### src/sv/dfs_maze_carver_top_defines.svh
// Assertion macros for the maze carver top level.
// Included by dfs_maze_carver_top.sv; expects clk and rst_n in scope.
`ifndef DFS_MAZE_CARVER_TOP_DEFINES_SVH
`define DFS_MAZE_CARVER_TOP_DEFINES_SVH

// A condition that must hold at every clock edge outside reset.
`define DMC_ASSERT_HOLDS(name, cond) \
    name: assert property (@(posedge clk) disable iff (!rst_n) (cond)) \
        else $error("dfs_maze_carver: invariant violated");

// A condition that must hold in the cycle after the antecedent.
`define DMC_ASSERT_NEXT(name, ante, cons) \
    name: assert property (@(posedge clk) disable iff (!rst_n) (ante) |=> (cons)) \
        else $error("dfs_maze_carver: next-cycle check failed");

`endif

### src/sv/dmc_pkg.sv
// Shared types and constants for the maze carver.
// No dependencies; used by the interfaces and all modules.
`default_nettype none

package dmc_pkg;

    localparam int DIR_W    = 2;
    localparam int STATUS_W = 2;
    localparam int COORD_W  = 6;
    localparam int DEPTH_W  = 9;
    localparam int NUM_DIRS = 4;

    typedef enum logic [DIR_W-1:0] {
        DIR_RIGHT = 2'd0,
        DIR_LEFT  = 2'd1,
        DIR_UP    = 2'd2,
        DIR_DOWN  = 2'd3
    } dir_t;

    typedef enum logic [STATUS_W-1:0] {
        ST_CARVED    = 2'd0,
        ST_BACKTRACK = 2'd1,
        ST_FINISHED  = 2'd2
    } status_t;

    typedef struct packed {
        status_t              status;
        logic [COORD_W-1:0]   cell_row;
        logic [COORD_W-1:0]   cell_col;
        logic [COORD_W-1:0]   wall_row;
        logic [COORD_W-1:0]   wall_col;
        logic [DEPTH_W-1:0]   stack_depth;
    } result_t;

endpackage

`default_nettype wire

### src/sv/dmc_in_if.sv
// Input channel of the maze carver: one item holds the direction order.
// Depends on dmc_pkg.
`default_nettype none

interface dmc_in_if import dmc_pkg::*; ();
    logic             valid;
    logic             ready;
    logic [DIR_W-1:0] try_first;
    logic [DIR_W-1:0] try_second;
    logic [DIR_W-1:0] try_third;
    logic [DIR_W-1:0] try_fourth;

    modport source (output valid, output try_first, output try_second,
                    output try_third, output try_fourth, input ready);
    modport sink   (input valid, input try_first, input try_second,
                    input try_third, input try_fourth, output ready);
endinterface

`default_nettype wire

### src/sv/dmc_out_if.sv
// Result channel of the maze carver: one item per accepted input item.
// Depends on dmc_pkg.
`default_nettype none

interface dmc_out_if import dmc_pkg::*; ();
    logic                valid;
    logic                ready;
    logic [STATUS_W-1:0] status;
    logic [COORD_W-1:0]  cell_row;
    logic [COORD_W-1:0]  cell_col;
    logic [COORD_W-1:0]  wall_row;
    logic [COORD_W-1:0]  wall_col;
    logic [DEPTH_W-1:0]  stack_depth;

    modport source (output valid, output status, output cell_row, output cell_col,
                    output wall_row, output wall_col, output stack_depth, input ready);
    modport sink   (input valid, input status, input cell_row, input cell_col,
                    input wall_row, input wall_col, input stack_depth, output ready);
endinterface

`default_nettype wire

### src/sv/dmc_visited.sv
// Visited map of the maze carver, one word per grid row, held in three
// row-organized memory copies (row above, same row, row below). Uses dmc_pkg.
`default_nettype none

module dmc_visited import dmc_pkg::*; #(
    parameter int CELLS_PER_SIDE = 16
) (
    input  logic                                 clk,
    input  logic                                 rst_n,
    input  logic                                 rd_en,
    input  logic [$clog2(CELLS_PER_SIDE)-1:0]    rd_row,
    input  logic                                 wr_en,
    input  logic [$clog2(CELLS_PER_SIDE)-1:0]    wr_row,
    input  logic [CELLS_PER_SIDE-1:0]            wr_word,
    output logic [CELLS_PER_SIDE-1:0]            up_word,
    output logic [CELLS_PER_SIDE-1:0]            mid_word,
    output logic [CELLS_PER_SIDE-1:0]            dn_word
);

    localparam int RW     = $clog2(CELLS_PER_SIDE);
    localparam int ROWS   = 2 ** RW;
    localparam int COPIES = 3;

    logic [ROWS-1:0]           row_valid_reg;
    logic [CELLS_PER_SIDE-1:0] fwd_word_reg;
    logic [RW-1:0]             rd_addr [COPIES];
    logic [CELLS_PER_SIDE-1:0] word [COPIES];

    assign rd_addr[0] = rd_row - RW'(1);
    assign rd_addr[1] = rd_row;
    assign rd_addr[2] = rd_row + RW'(1);

    always_ff @(posedge clk or negedge rst_n)
    begin
        if (!rst_n)
        begin
            row_valid_reg <= '0;
        end
        else if (wr_en)
        begin
            row_valid_reg[wr_row] <= 1'b1;
        end
    end

    always_ff @(posedge clk)
    begin
        if (rd_en)
        begin
            fwd_word_reg <= wr_word;
        end
    end

    for (genvar g = 0; g < COPIES; g++)
    begin : g_copy
        logic [CELLS_PER_SIDE-1:0] mem [ROWS];
        logic [CELLS_PER_SIDE-1:0] data_reg;
        logic                      hit_reg;
        logic                      valid_reg;
        logic                      row0_reg;

        always_ff @(posedge clk)
        begin
            if (wr_en)
            begin
                mem[wr_row] <= wr_word;
            end
            if (rd_en)
            begin
                data_reg <= mem[rd_addr[g]];
            end
        end

        always_ff @(posedge clk or negedge rst_n)
        begin
            if (!rst_n)
            begin
                hit_reg   <= 1'b0;
                valid_reg <= 1'b0;
                row0_reg  <= 1'b0;
            end
            else if (rd_en)
            begin
                hit_reg   <= wr_en && (wr_row == rd_addr[g]);
                valid_reg <= row_valid_reg[rd_addr[g]];
                row0_reg  <= (rd_addr[g] == '0);
            end
        end

        // A row never written reads as its reset value: only the start cell set.
        always_comb
        begin
            priority if (hit_reg)
            begin
                word[g] = fwd_word_reg;
            end
            else if (valid_reg)
            begin
                word[g] = data_reg;
            end
            else if (row0_reg)
            begin
                word[g] = CELLS_PER_SIDE'(1);
            end
            else
            begin
                word[g] = '0;
            end
        end
    end

    assign up_word  = word[0];
    assign mid_word = word[1];
    assign dn_word  = word[2];

endmodule

`default_nettype wire

### src/sv/dfs_maze_carver_top.sv
// Depth-first maze carver: path stack memory plus visited row memories.
// Depends on dmc_pkg, dmc_in_if, dmc_out_if, dmc_visited and the defines header.
//
//   channel   direction   item contents
//   step      in          try_first, try_second, try_third, try_fourth
//   result    out         status, cell_row, cell_col, wall_row, wall_col, stack_depth
//
// One item per cycle sustained unless the result stalls; a decided result is registered.
// The accept cycle reads the visited rows around the stack top and the stack entry below
// the top; the decision stage decides, writes back and computes the following stack top.
// A visited row written in the same cycle as it is read is forwarded.
// Reset is asynchronous and needs no clearing pass; a stalled result holds the next item.
`default_nettype none

module dfs_maze_carver_top import dmc_pkg::*; #(
    parameter int CELLS_PER_SIDE = 16
) (
    input  logic      clk,
    input  logic      rst_n,
    dmc_in_if.sink    step,
    dmc_out_if.source result
);

    localparam int RW        = $clog2(CELLS_PER_SIDE);
    localparam int NUM_CELLS = CELLS_PER_SIDE * CELLS_PER_SIDE;
    localparam int AW        = $clog2(NUM_CELLS);
    localparam int SPW       = $clog2(NUM_CELLS + 1);

    localparam logic [RW-1:0]  LAST_IDX = RW'(CELLS_PER_SIDE - 1);
    localparam logic [SPW-1:0] SP_FULL  = SPW'(NUM_CELLS);

    logic                      step_accept;
    logic                      eval_fire;
    logic                      busy_reg;
    logic                      busy_next;
    logic                      out_valid_reg;
    logic                      out_valid_next;
    result_t                   out_reg;
    result_t                   out_next;
    dir_t                      try_reg [NUM_DIRS];

    logic [RW-1:0]             top_row_reg;
    logic [RW-1:0]             top_row_next;
    logic [RW-1:0]             top_col_reg;
    logic [RW-1:0]             top_col_next;
    logic [SPW-1:0]            sp_reg;
    logic [SPW-1:0]            sp_next;

    logic [2*RW-1:0]           stack_mem [NUM_CELLS];
    logic [2*RW-1:0]           under_reg;
    logic [AW-1:0]             under_addr;
    logic                      stack_wr;

    logic [CELLS_PER_SIDE-1:0] up_word;
    logic [CELLS_PER_SIDE-1:0] mid_word;
    logic [CELLS_PER_SIDE-1:0] dn_word;
    logic [CELLS_PER_SIDE-1:0] pick_word;
    logic                      vis_wr_en;

    logic [RW-1:0]             nb_row [NUM_DIRS];
    logic [RW-1:0]             nb_col [NUM_DIRS];
    logic                      nb_ok [NUM_DIRS];
    logic                      found;
    dir_t                      pick;
    logic [RW-1:0]             pick_row;
    logic [RW-1:0]             pick_col;
    logic                      finished;
    logic                      carve;

    // Handshake and occupancy of the decision stage and the result register.
    assign eval_fire   = busy_reg && (!out_valid_reg || result.ready);
    assign step.ready  = !busy_reg || eval_fire;
    assign step_accept = step.valid && step.ready;

    assign busy_next      = step_accept || (busy_reg && !eval_fire);
    assign out_valid_next = eval_fire || (out_valid_reg && !result.ready);

    always_ff @(posedge clk)
    begin
        if (step_accept)
        begin
            try_reg[0] <= dir_t'(step.try_first);
            try_reg[1] <= dir_t'(step.try_second);
            try_reg[2] <= dir_t'(step.try_third);
            try_reg[3] <= dir_t'(step.try_fourth);
        end
    end

    // Neighbor candidates of the current stack top.
    always_comb
    begin
        nb_row[DIR_RIGHT] = top_row_reg;
        nb_col[DIR_RIGHT] = top_col_reg + RW'(1);
        nb_ok[DIR_RIGHT]  = (top_col_reg != LAST_IDX) && !mid_word[top_col_reg + RW'(1)];

        nb_row[DIR_LEFT]  = top_row_reg;
        nb_col[DIR_LEFT]  = top_col_reg - RW'(1);
        nb_ok[DIR_LEFT]   = (top_col_reg != '0) && !mid_word[top_col_reg - RW'(1)];

        nb_row[DIR_UP]    = top_row_reg - RW'(1);
        nb_col[DIR_UP]    = top_col_reg;
        nb_ok[DIR_UP]     = (top_row_reg != '0) && !up_word[top_col_reg];

        nb_row[DIR_DOWN]  = top_row_reg + RW'(1);
        nb_col[DIR_DOWN]  = top_col_reg;
        nb_ok[DIR_DOWN]   = (top_row_reg != LAST_IDX) && !dn_word[top_col_reg];
    end

    // The first direction in the given order that qualifies wins.
    always_comb
    begin
        found = 1'b0;
        pick  = DIR_RIGHT;
        for (int k = 0; k < NUM_DIRS; k++)
        begin
            if (!found && nb_ok[try_reg[k]])
            begin
                found = 1'b1;
                pick  = try_reg[k];
            end
        end
    end

    assign pick_row = nb_row[pick];
    assign pick_col = nb_col[pick];
    assign finished = (sp_reg == '0);
    assign carve    = !finished && found && (sp_reg != SP_FULL);

    always_comb
    begin
        unique case (pick)
            DIR_UP:    pick_word = up_word;
            DIR_DOWN:  pick_word = dn_word;
            DIR_RIGHT: pick_word = mid_word;
            DIR_LEFT:  pick_word = mid_word;
        endcase
    end

    assign vis_wr_en = eval_fire && carve;
    assign stack_wr  = eval_fire && carve;

    // Result of the step under decision.
    always_comb
    begin
        out_next = '0;
        priority if (finished)
        begin
            out_next.status = ST_FINISHED;
        end
        else if (carve)
        begin
            out_next.status      = ST_CARVED;
            out_next.cell_row    = COORD_W'({pick_row, 1'b1});
            out_next.cell_col    = COORD_W'({pick_col, 1'b1});
            out_next.wall_row    = COORD_W'(top_row_reg) + COORD_W'(pick_row) + COORD_W'(1);
            out_next.wall_col    = COORD_W'(top_col_reg) + COORD_W'(pick_col) + COORD_W'(1);
            out_next.stack_depth = DEPTH_W'(sp_reg + SPW'(1));
        end
        else
        begin
            out_next.status      = ST_BACKTRACK;
            out_next.cell_row    = COORD_W'({top_row_reg, 1'b1});
            out_next.cell_col    = COORD_W'({top_col_reg, 1'b1});
            out_next.stack_depth = DEPTH_W'(sp_reg - SPW'(1));
        end
    end

    // Stack top and pointer after the step; a pop exposes the entry read below the top.
    always_comb
    begin
        sp_next      = sp_reg;
        top_row_next = top_row_reg;
        top_col_next = top_col_reg;
        if (eval_fire && !finished)
        begin
            if (carve)
            begin
                sp_next      = sp_reg + SPW'(1);
                top_row_next = pick_row;
                top_col_next = pick_col;
            end
            else
            begin
                sp_next = sp_reg - SPW'(1);
                if (sp_reg == SPW'(2))
                begin
                    top_row_next = '0;
                    top_col_next = '0;
                end
                else
                begin
                    top_row_next = under_reg[2*RW-1:RW];
                    top_col_next = under_reg[RW-1:0];
                end
            end
        end
    end

    assign under_addr = AW'(sp_next - SPW'(2));

    always_ff @(posedge clk)
    begin
        if (stack_wr)
        begin
            stack_mem[sp_reg[AW-1:0]] <= {pick_row, pick_col};
        end
        if (step_accept)
        begin
            under_reg <= stack_mem[under_addr];
        end
    end

    always_ff @(posedge clk or negedge rst_n)
    begin
        if (!rst_n)
        begin
            busy_reg      <= 1'b0;
            out_valid_reg <= 1'b0;
            sp_reg        <= SPW'(1);
            top_row_reg   <= '0;
            top_col_reg   <= '0;
        end
        else
        begin
            busy_reg      <= busy_next;
            out_valid_reg <= out_valid_next;
            sp_reg        <= sp_next;
            top_row_reg   <= top_row_next;
            top_col_reg   <= top_col_next;
        end
    end

    always_ff @(posedge clk)
    begin
        if (eval_fire)
        begin
            out_reg <= out_next;
        end
    end

    dmc_visited #(
        .CELLS_PER_SIDE(CELLS_PER_SIDE)
    ) u_visited (
        .clk      (clk),
        .rst_n    (rst_n),
        .rd_en    (step_accept),
        .rd_row   (top_row_next),
        .wr_en    (vis_wr_en),
        .wr_row   (pick_row),
        .wr_word  (pick_word | (CELLS_PER_SIDE'(1) << pick_col)),
        .up_word  (up_word),
        .mid_word (mid_word),
        .dn_word  (dn_word)
    );

    assign result.valid       = out_valid_reg;
    assign result.status      = out_reg.status;
    assign result.cell_row    = out_reg.cell_row;
    assign result.cell_col    = out_reg.cell_col;
    assign result.wall_row    = out_reg.wall_row;
    assign result.wall_col    = out_reg.wall_col;
    assign result.stack_depth = out_reg.stack_depth;

`include "dfs_maze_carver_top_defines.svh"

    `DMC_ASSERT_HOLDS(a_sp_bound, sp_reg <= SP_FULL)
    `DMC_ASSERT_NEXT(a_depth_matches_sp, eval_fire, out_reg.stack_depth == DEPTH_W'(sp_reg))
    `DMC_ASSERT_NEXT(a_empty_stack_sticks, sp_reg == '0, sp_reg == '0)

endmodule

`default_nettype wire

### src/flat_wrapper.sv
// flat-port wrapper written by rule: the top's interface ports become plain ports
module dfs_maze_carver_top_flat import dmc_pkg::*;
#(
    parameter int CELLS_PER_SIDE = 16
)
  (clk, rst_n, step_valid, step_try_first, step_try_second, step_try_third, step_try_fourth, step_ready, result_valid, result_status, result_cell_row, result_cell_col, result_wall_row, result_wall_col, result_stack_depth, result_ready);
  dmc_in_if step_i ();
  dmc_out_if result_i ();
  input  logic clk;
  input  logic rst_n;
  input wire logic [$bits(step_i.valid)-1:0] step_valid;
  input wire logic [$bits(step_i.try_first)-1:0] step_try_first;
  input wire logic [$bits(step_i.try_second)-1:0] step_try_second;
  input wire logic [$bits(step_i.try_third)-1:0] step_try_third;
  input wire logic [$bits(step_i.try_fourth)-1:0] step_try_fourth;
  output wire logic [$bits(step_i.ready)-1:0] step_ready;
  output wire logic [$bits(result_i.valid)-1:0] result_valid;
  output wire logic [$bits(result_i.status)-1:0] result_status;
  output wire logic [$bits(result_i.cell_row)-1:0] result_cell_row;
  output wire logic [$bits(result_i.cell_col)-1:0] result_cell_col;
  output wire logic [$bits(result_i.wall_row)-1:0] result_wall_row;
  output wire logic [$bits(result_i.wall_col)-1:0] result_wall_col;
  output wire logic [$bits(result_i.stack_depth)-1:0] result_stack_depth;
  input wire logic [$bits(result_i.ready)-1:0] result_ready;
  assign step_i.valid = step_valid;
  assign step_i.try_first = step_try_first;
  assign step_i.try_second = step_try_second;
  assign step_i.try_third = step_try_third;
  assign step_i.try_fourth = step_try_fourth;
  assign step_ready = step_i.ready;
  assign result_valid = result_i.valid;
  assign result_status = result_i.status;
  assign result_cell_row = result_i.cell_row;
  assign result_cell_col = result_i.cell_col;
  assign result_wall_row = result_i.wall_row;
  assign result_wall_col = result_i.wall_col;
  assign result_stack_depth = result_i.stack_depth;
  assign result_i.ready = result_ready;
  dfs_maze_carver_top #(.CELLS_PER_SIDE(CELLS_PER_SIDE)) u_core (.clk(clk), .rst_n(rst_n), .step(step_i), .result(result_i));
endmodule
### config.mk
export PLATFORM = sky130hd
export DESIGN_NAME = dfs_maze_carver_top_flat
export DESIGN_NICKNAME = d
export VERILOG_FILES = /design/src/sv/dmc_pkg.sv /design/src/sv/dmc_in_if.sv /design/src/sv/dmc_out_if.sv /design/src/sv/dmc_visited.sv /design/src/sv/dfs_maze_carver_top.sv /design/src/flat_wrapper.sv
export VERILOG_INCLUDE_DIRS = /design/src /design/src/sv
export SDC_FILE = /design/constraint.sdc
export NUM_CORES = 2
export LEC_CHECK = 0
export BUFFER_PORTS_ARGS = -buffer_cell sky130_fd_sc_hd__buf_2
export CAP_MARGIN = 20
export CORE_UTILIZATION = 32
export DETAILED_ROUTE_END_ITERATION = 7
export GPL_ROUTABILITY_DRIVEN = 0
export GPL_TIMING_DRIVEN = 0
export PLACE_DENSITY = 0.57
export SETUP_SLACK_MARGIN = 0.2
export SLEW_MARGIN = 20
export SYNTH_ARGS = -nofsm -noshare
export SYNTH_HDL_FRONTEND = slang
export SYNTH_SLANG_ARGS = --single-unit
### constraint.sdc
create_clock -name clk -period 15.1 [get_ports clk]
set_clock_uncertainty 0.05 [all_clocks]
set_input_delay 0 -clock clk [delete_from_list [all_inputs] [get_ports clk]]
set_output_delay 0 -clock clk [all_outputs]
set_load 0.1 [all_outputs]
==> impl_metrics.env <==
export IMPL_post_cts_buffers=0
export IMPL_clk_pin_slew_ps=60
export IMPL_criticalPathCategory="register to register"
export IMPL_area_growth_pct=15.4
export IMPL_period_needed_ps=13760
export IMPL_drv_cap=0
export IMPL_hold_violations=0
export IMPL_drtIter0Drc=7507
export IMPL_cts_tree="yes"
export IMPL_clock_latency_ps=930
export IMPL_largest_reg_flops=2048
export IMPL_coreArea_sq_um=318000
export IMPL_drive_above_1_share=0.232
export IMPL_run_status="complete, no violations"
export IMPL_synth_seq_cells=2460
export IMPL_worstPathMaxFanout=10
export IMPL_cpLargestDelayFamily="buffers and inverters"
export IMPL_yosys_warnings=0
export IMPL_io_buffers=46
export IMPL_r2r_start="u_core.top_col_reg[1]"
export IMPL_setup_ws_ps=1340
export IMPL_avgRoutedWirePerCell_um=29.9
export IMPL_rows=207
export IMPL_clock_sinks=2460
export IMPL_grt_pass1_wl_um=435000
export IMPL_yosysSeqAreaShare=0.721
export IMPL_vias_per_cell=5.56
export IMPL_cts_buffer_depth=4
export IMPL_crit_buf_inv=15
export IMPL_cts_buffers=245
export IMPL_synthArstFlopShare=0.0179
export IMPL_synth_edf_count=2416
export IMPL_grt_overflow=0
export IMPL_postPlaceCellArea_sq_um=109000
export IMPL_drtAntennaViolNets=0
export IMPL_pre_cts_ws_ps=1720
export IMPL_cpMostUsedCell="clkbuf_1"
export IMPL_grt_pass1_vias=57200
export IMPL_end_kind="register"
export IMPL_hpwl_um=210000
export IMPL_synth_avg_cell_area_sq_um=18.4
export IMPL_dr_pass1_iters=8
export IMPL_root_buffer="clkbuf_16"
export IMPL_cp_data_arrival_time_ps=14260
export IMPL_syn_inst=5553
export IMPL_setup_viol=0
export IMPL_nFillCells=29000
export IMPL_ctsHtreeMaxLevel=4
export IMPL_fin_crit_sh=0.911
export IMPL_crit_path_start_kind="register"
export IMPL_worstPathRequired_ps=15600
export IMPL_routed_wirelength_um=309000
export IMPL_slew_headroom=0.219
export IMPL_maxSlewViolCount=0
export IMPL_fin_area_sq_um=118000
export IMPL_ys_types=94
export IMPL_via_count=57400
export IMPL_die_area_sq_um=322000
export IMPL_grt_max_degree=121
export IMPL_antenna_found_initial=15
export IMPL_die_x_um=567
export IMPL_crit_slowest_cell="nor4_4"
export IMPL_drc=0
export IMPL_fmax_ghz=0.0727
export IMPL_fin_nets=5976
export IMPL_hold_path_class="input port to asynchronous set/reset pin"
export IMPL_max_stage_delay_ps=850
export IMPL_tightest_slew_ps=1170
export IMPL_netlist_area_sq_um=102000
export IMPL_die_h_um=567
export IMPL_rsz0062_at_grt="no"
export IMPL_start_util=0.322
export IMPL_grtUsageTotal=0.188
export IMPL_io_pins=49
export IMPL_cp_startpoint="u_core.top_col_reg[1]"
export IMPL_synthFlopType="edfxtp_1"
## cell type report
class,count,area [sq um],area share
sequential,2460,73700,0.625
clock inverter,157,1790,0.0152
timing repair buffer,131,1850,0.0157
tap,4180,5230,0.0444
multi-input combinational,2703,27200,0.231
inverter,45,225,0.00191
antenna,8,20.0,0.000170
buffer,354,1610,0.0136
clock buffer,287,6300,0.0534
## cells in the mapped netlist, types with 20 or more instances
library cell | instances | share of area
dfrtp_1 | 43 | 0.011
nand3_1 | 190 | 0.0093
a311oi_1 | 49 | 0.0042
nand4_1 | 21 | 0.0013
a31oi_1 | 45 | 0.0028
inv_1 | 41 | 0.0015
buf_4 | 20 | 0.0015
ha_1 | 21 | 0.0026
nand2_1 | 652 | 0.024
buf_1 | 25 | 0.00092
buf_2 | 85 | 0.0042
mux4_2 | 683 | 0.15
a32oi_1 | 31 | 0.0027
o21ai_0 | 20 | 0.00098
a21oi_1 | 55 | 0.0027
clkbuf_1 | 218 | 0.0080
and3_1 | 63 | 0.0039
edfxtp_1 | 2416 | 0.71
nor2_1 | 342 | 0.013
mux2i_1 | 166 | 0.016
nand3b_1 | 23 | 0.0017
## per-stage QoR
step,util,std cells,hold slack [ps],TNS (ps)
4_1_cts,0.371,10300,109,0
3_3_place_gp,0.339,9788,133,-3807820
2_1_floorplan,-,5562,-346,0
5_1_grt,0.371,10300,180,0
6_report,0.371,10300,155,0
3_5_place_dp,0.345,9845,21.1,0
## kinds of logic (layout without fill, tap and decap cells)
| kind of cell | count (synthesis) | in the layout | share of synthesized area |
|---|---|---|---|
| DFF | 2460 | 2460 | 0.721 |
| and+or+nand+nor | 1399 | 1399 | 0.0601 |
| muxes | 856 | 856 | 0.168 |
| buffers and inverters | 399 | 974 | 0.0169 |
| AOI/OAI and AO/OA | 370 | 370 | 0.0272 |
| xor gates and xnor gates | 44 | 44 | 0.00458 |
| adders and majority gates | 24 | 24 | 0.00316 |
| other | 1 | 18 | 0.0000367 |
## worst paths after layout
kind / end / slack [ps] / cells after the start
max: u_core.under_reg[1] / 1340 / 33
min: u_core.u_visited.g_copy[2].hit_reg / 160 / 4
max reg2reg: u_core.under_reg[1] / 1340 / 33
min reg2reg: u_core.u_visited.g_copy[0].row0_reg / 430 / 2
max in group asynchronous: u_core.u_visited.row_valid_reg[13] / 14600 / 4
min in group clk: u_core.u_visited.g_copy[2].valid_reg / 180 / 4
## per-layer routing
| layer | GRT usage | share of wire | up-vias |
|---|---|---|---|
| li1 | - | - | 23300 |
| met1 | 0.254 | 0.40 | 30500 |
| met2 | 0.300 | 0.47 | 3078 |
| met3 | 0.0384 | 0.092 | 570 |
| met4 | 0.0707 | 0.040 | 2 |
| met5 | 0 | 0.000042 | - |
## cell usage in the layout (no fill, tap or decap), types with 17 or more instances in the layout
| cell | netlist | layout |
|---|---|---|
| nand3_1 | 190 | 187 |
| clkbuf_1 | 218 | 224 |
| buf_4 | 20 | 24 |
| a31oi_1 | 45 | 45 |
| buf_2 | 85 | 136 |
| a22oi_1 | 19 | 19 |
| bufinv_16 | 0 | 36 |
| mux2i_1 | 166 | 166 |
| a32oi_1 | 31 | 31 |
| nand3b_1 | 23 | 23 |
| clkinv_2 | 1 | 42 |
| buf_16 | 0 | 38 |
| a311oi_1 | 49 | 49 |
| nand2_1 | 652 | 647 |
| dlygate4sd3_1 | 0 | 23 |
| nor3_1 | 19 | 19 |
| a21oi_1 | 55 | 54 |
| clkbuf_2 | 1 | 37 |
| nor2_1 | 342 | 325 |
| buf_1 | 25 | 18 |
| mux4_2 | 683 | 683 |
| ha_1 | 21 | 21 |
| edfxtp_1 | 2416 | 2416 |
| nand4_1 | 21 | 21 |
| inv_1 | 41 | 32 |
| dfrtp_1 | 43 | 43 |
| clkbuf_16 | 0 | 245 |
| clkinv_1 | 1 | 47 |
| nand2b_1 | 17 | 17 |
| and3_1 | 63 | 63 |
| o21ai_0 | 20 | 20 |
## tightest hold or removal path, delay by kind of cell
family                 cells  cell delay, ps
buffers and inverters      4            1450
## repair_timing
item / CTS / global route
gates resized for setup: 0 / 0
endpoints found under the hold margin: 97 / 0
hold buffers: 24 / 0
setup endpoints to repair: 0 / 0
Power is not shown: default switching activity piles up to over one toggle a cycle in this logic, so the estimate is an artifact.
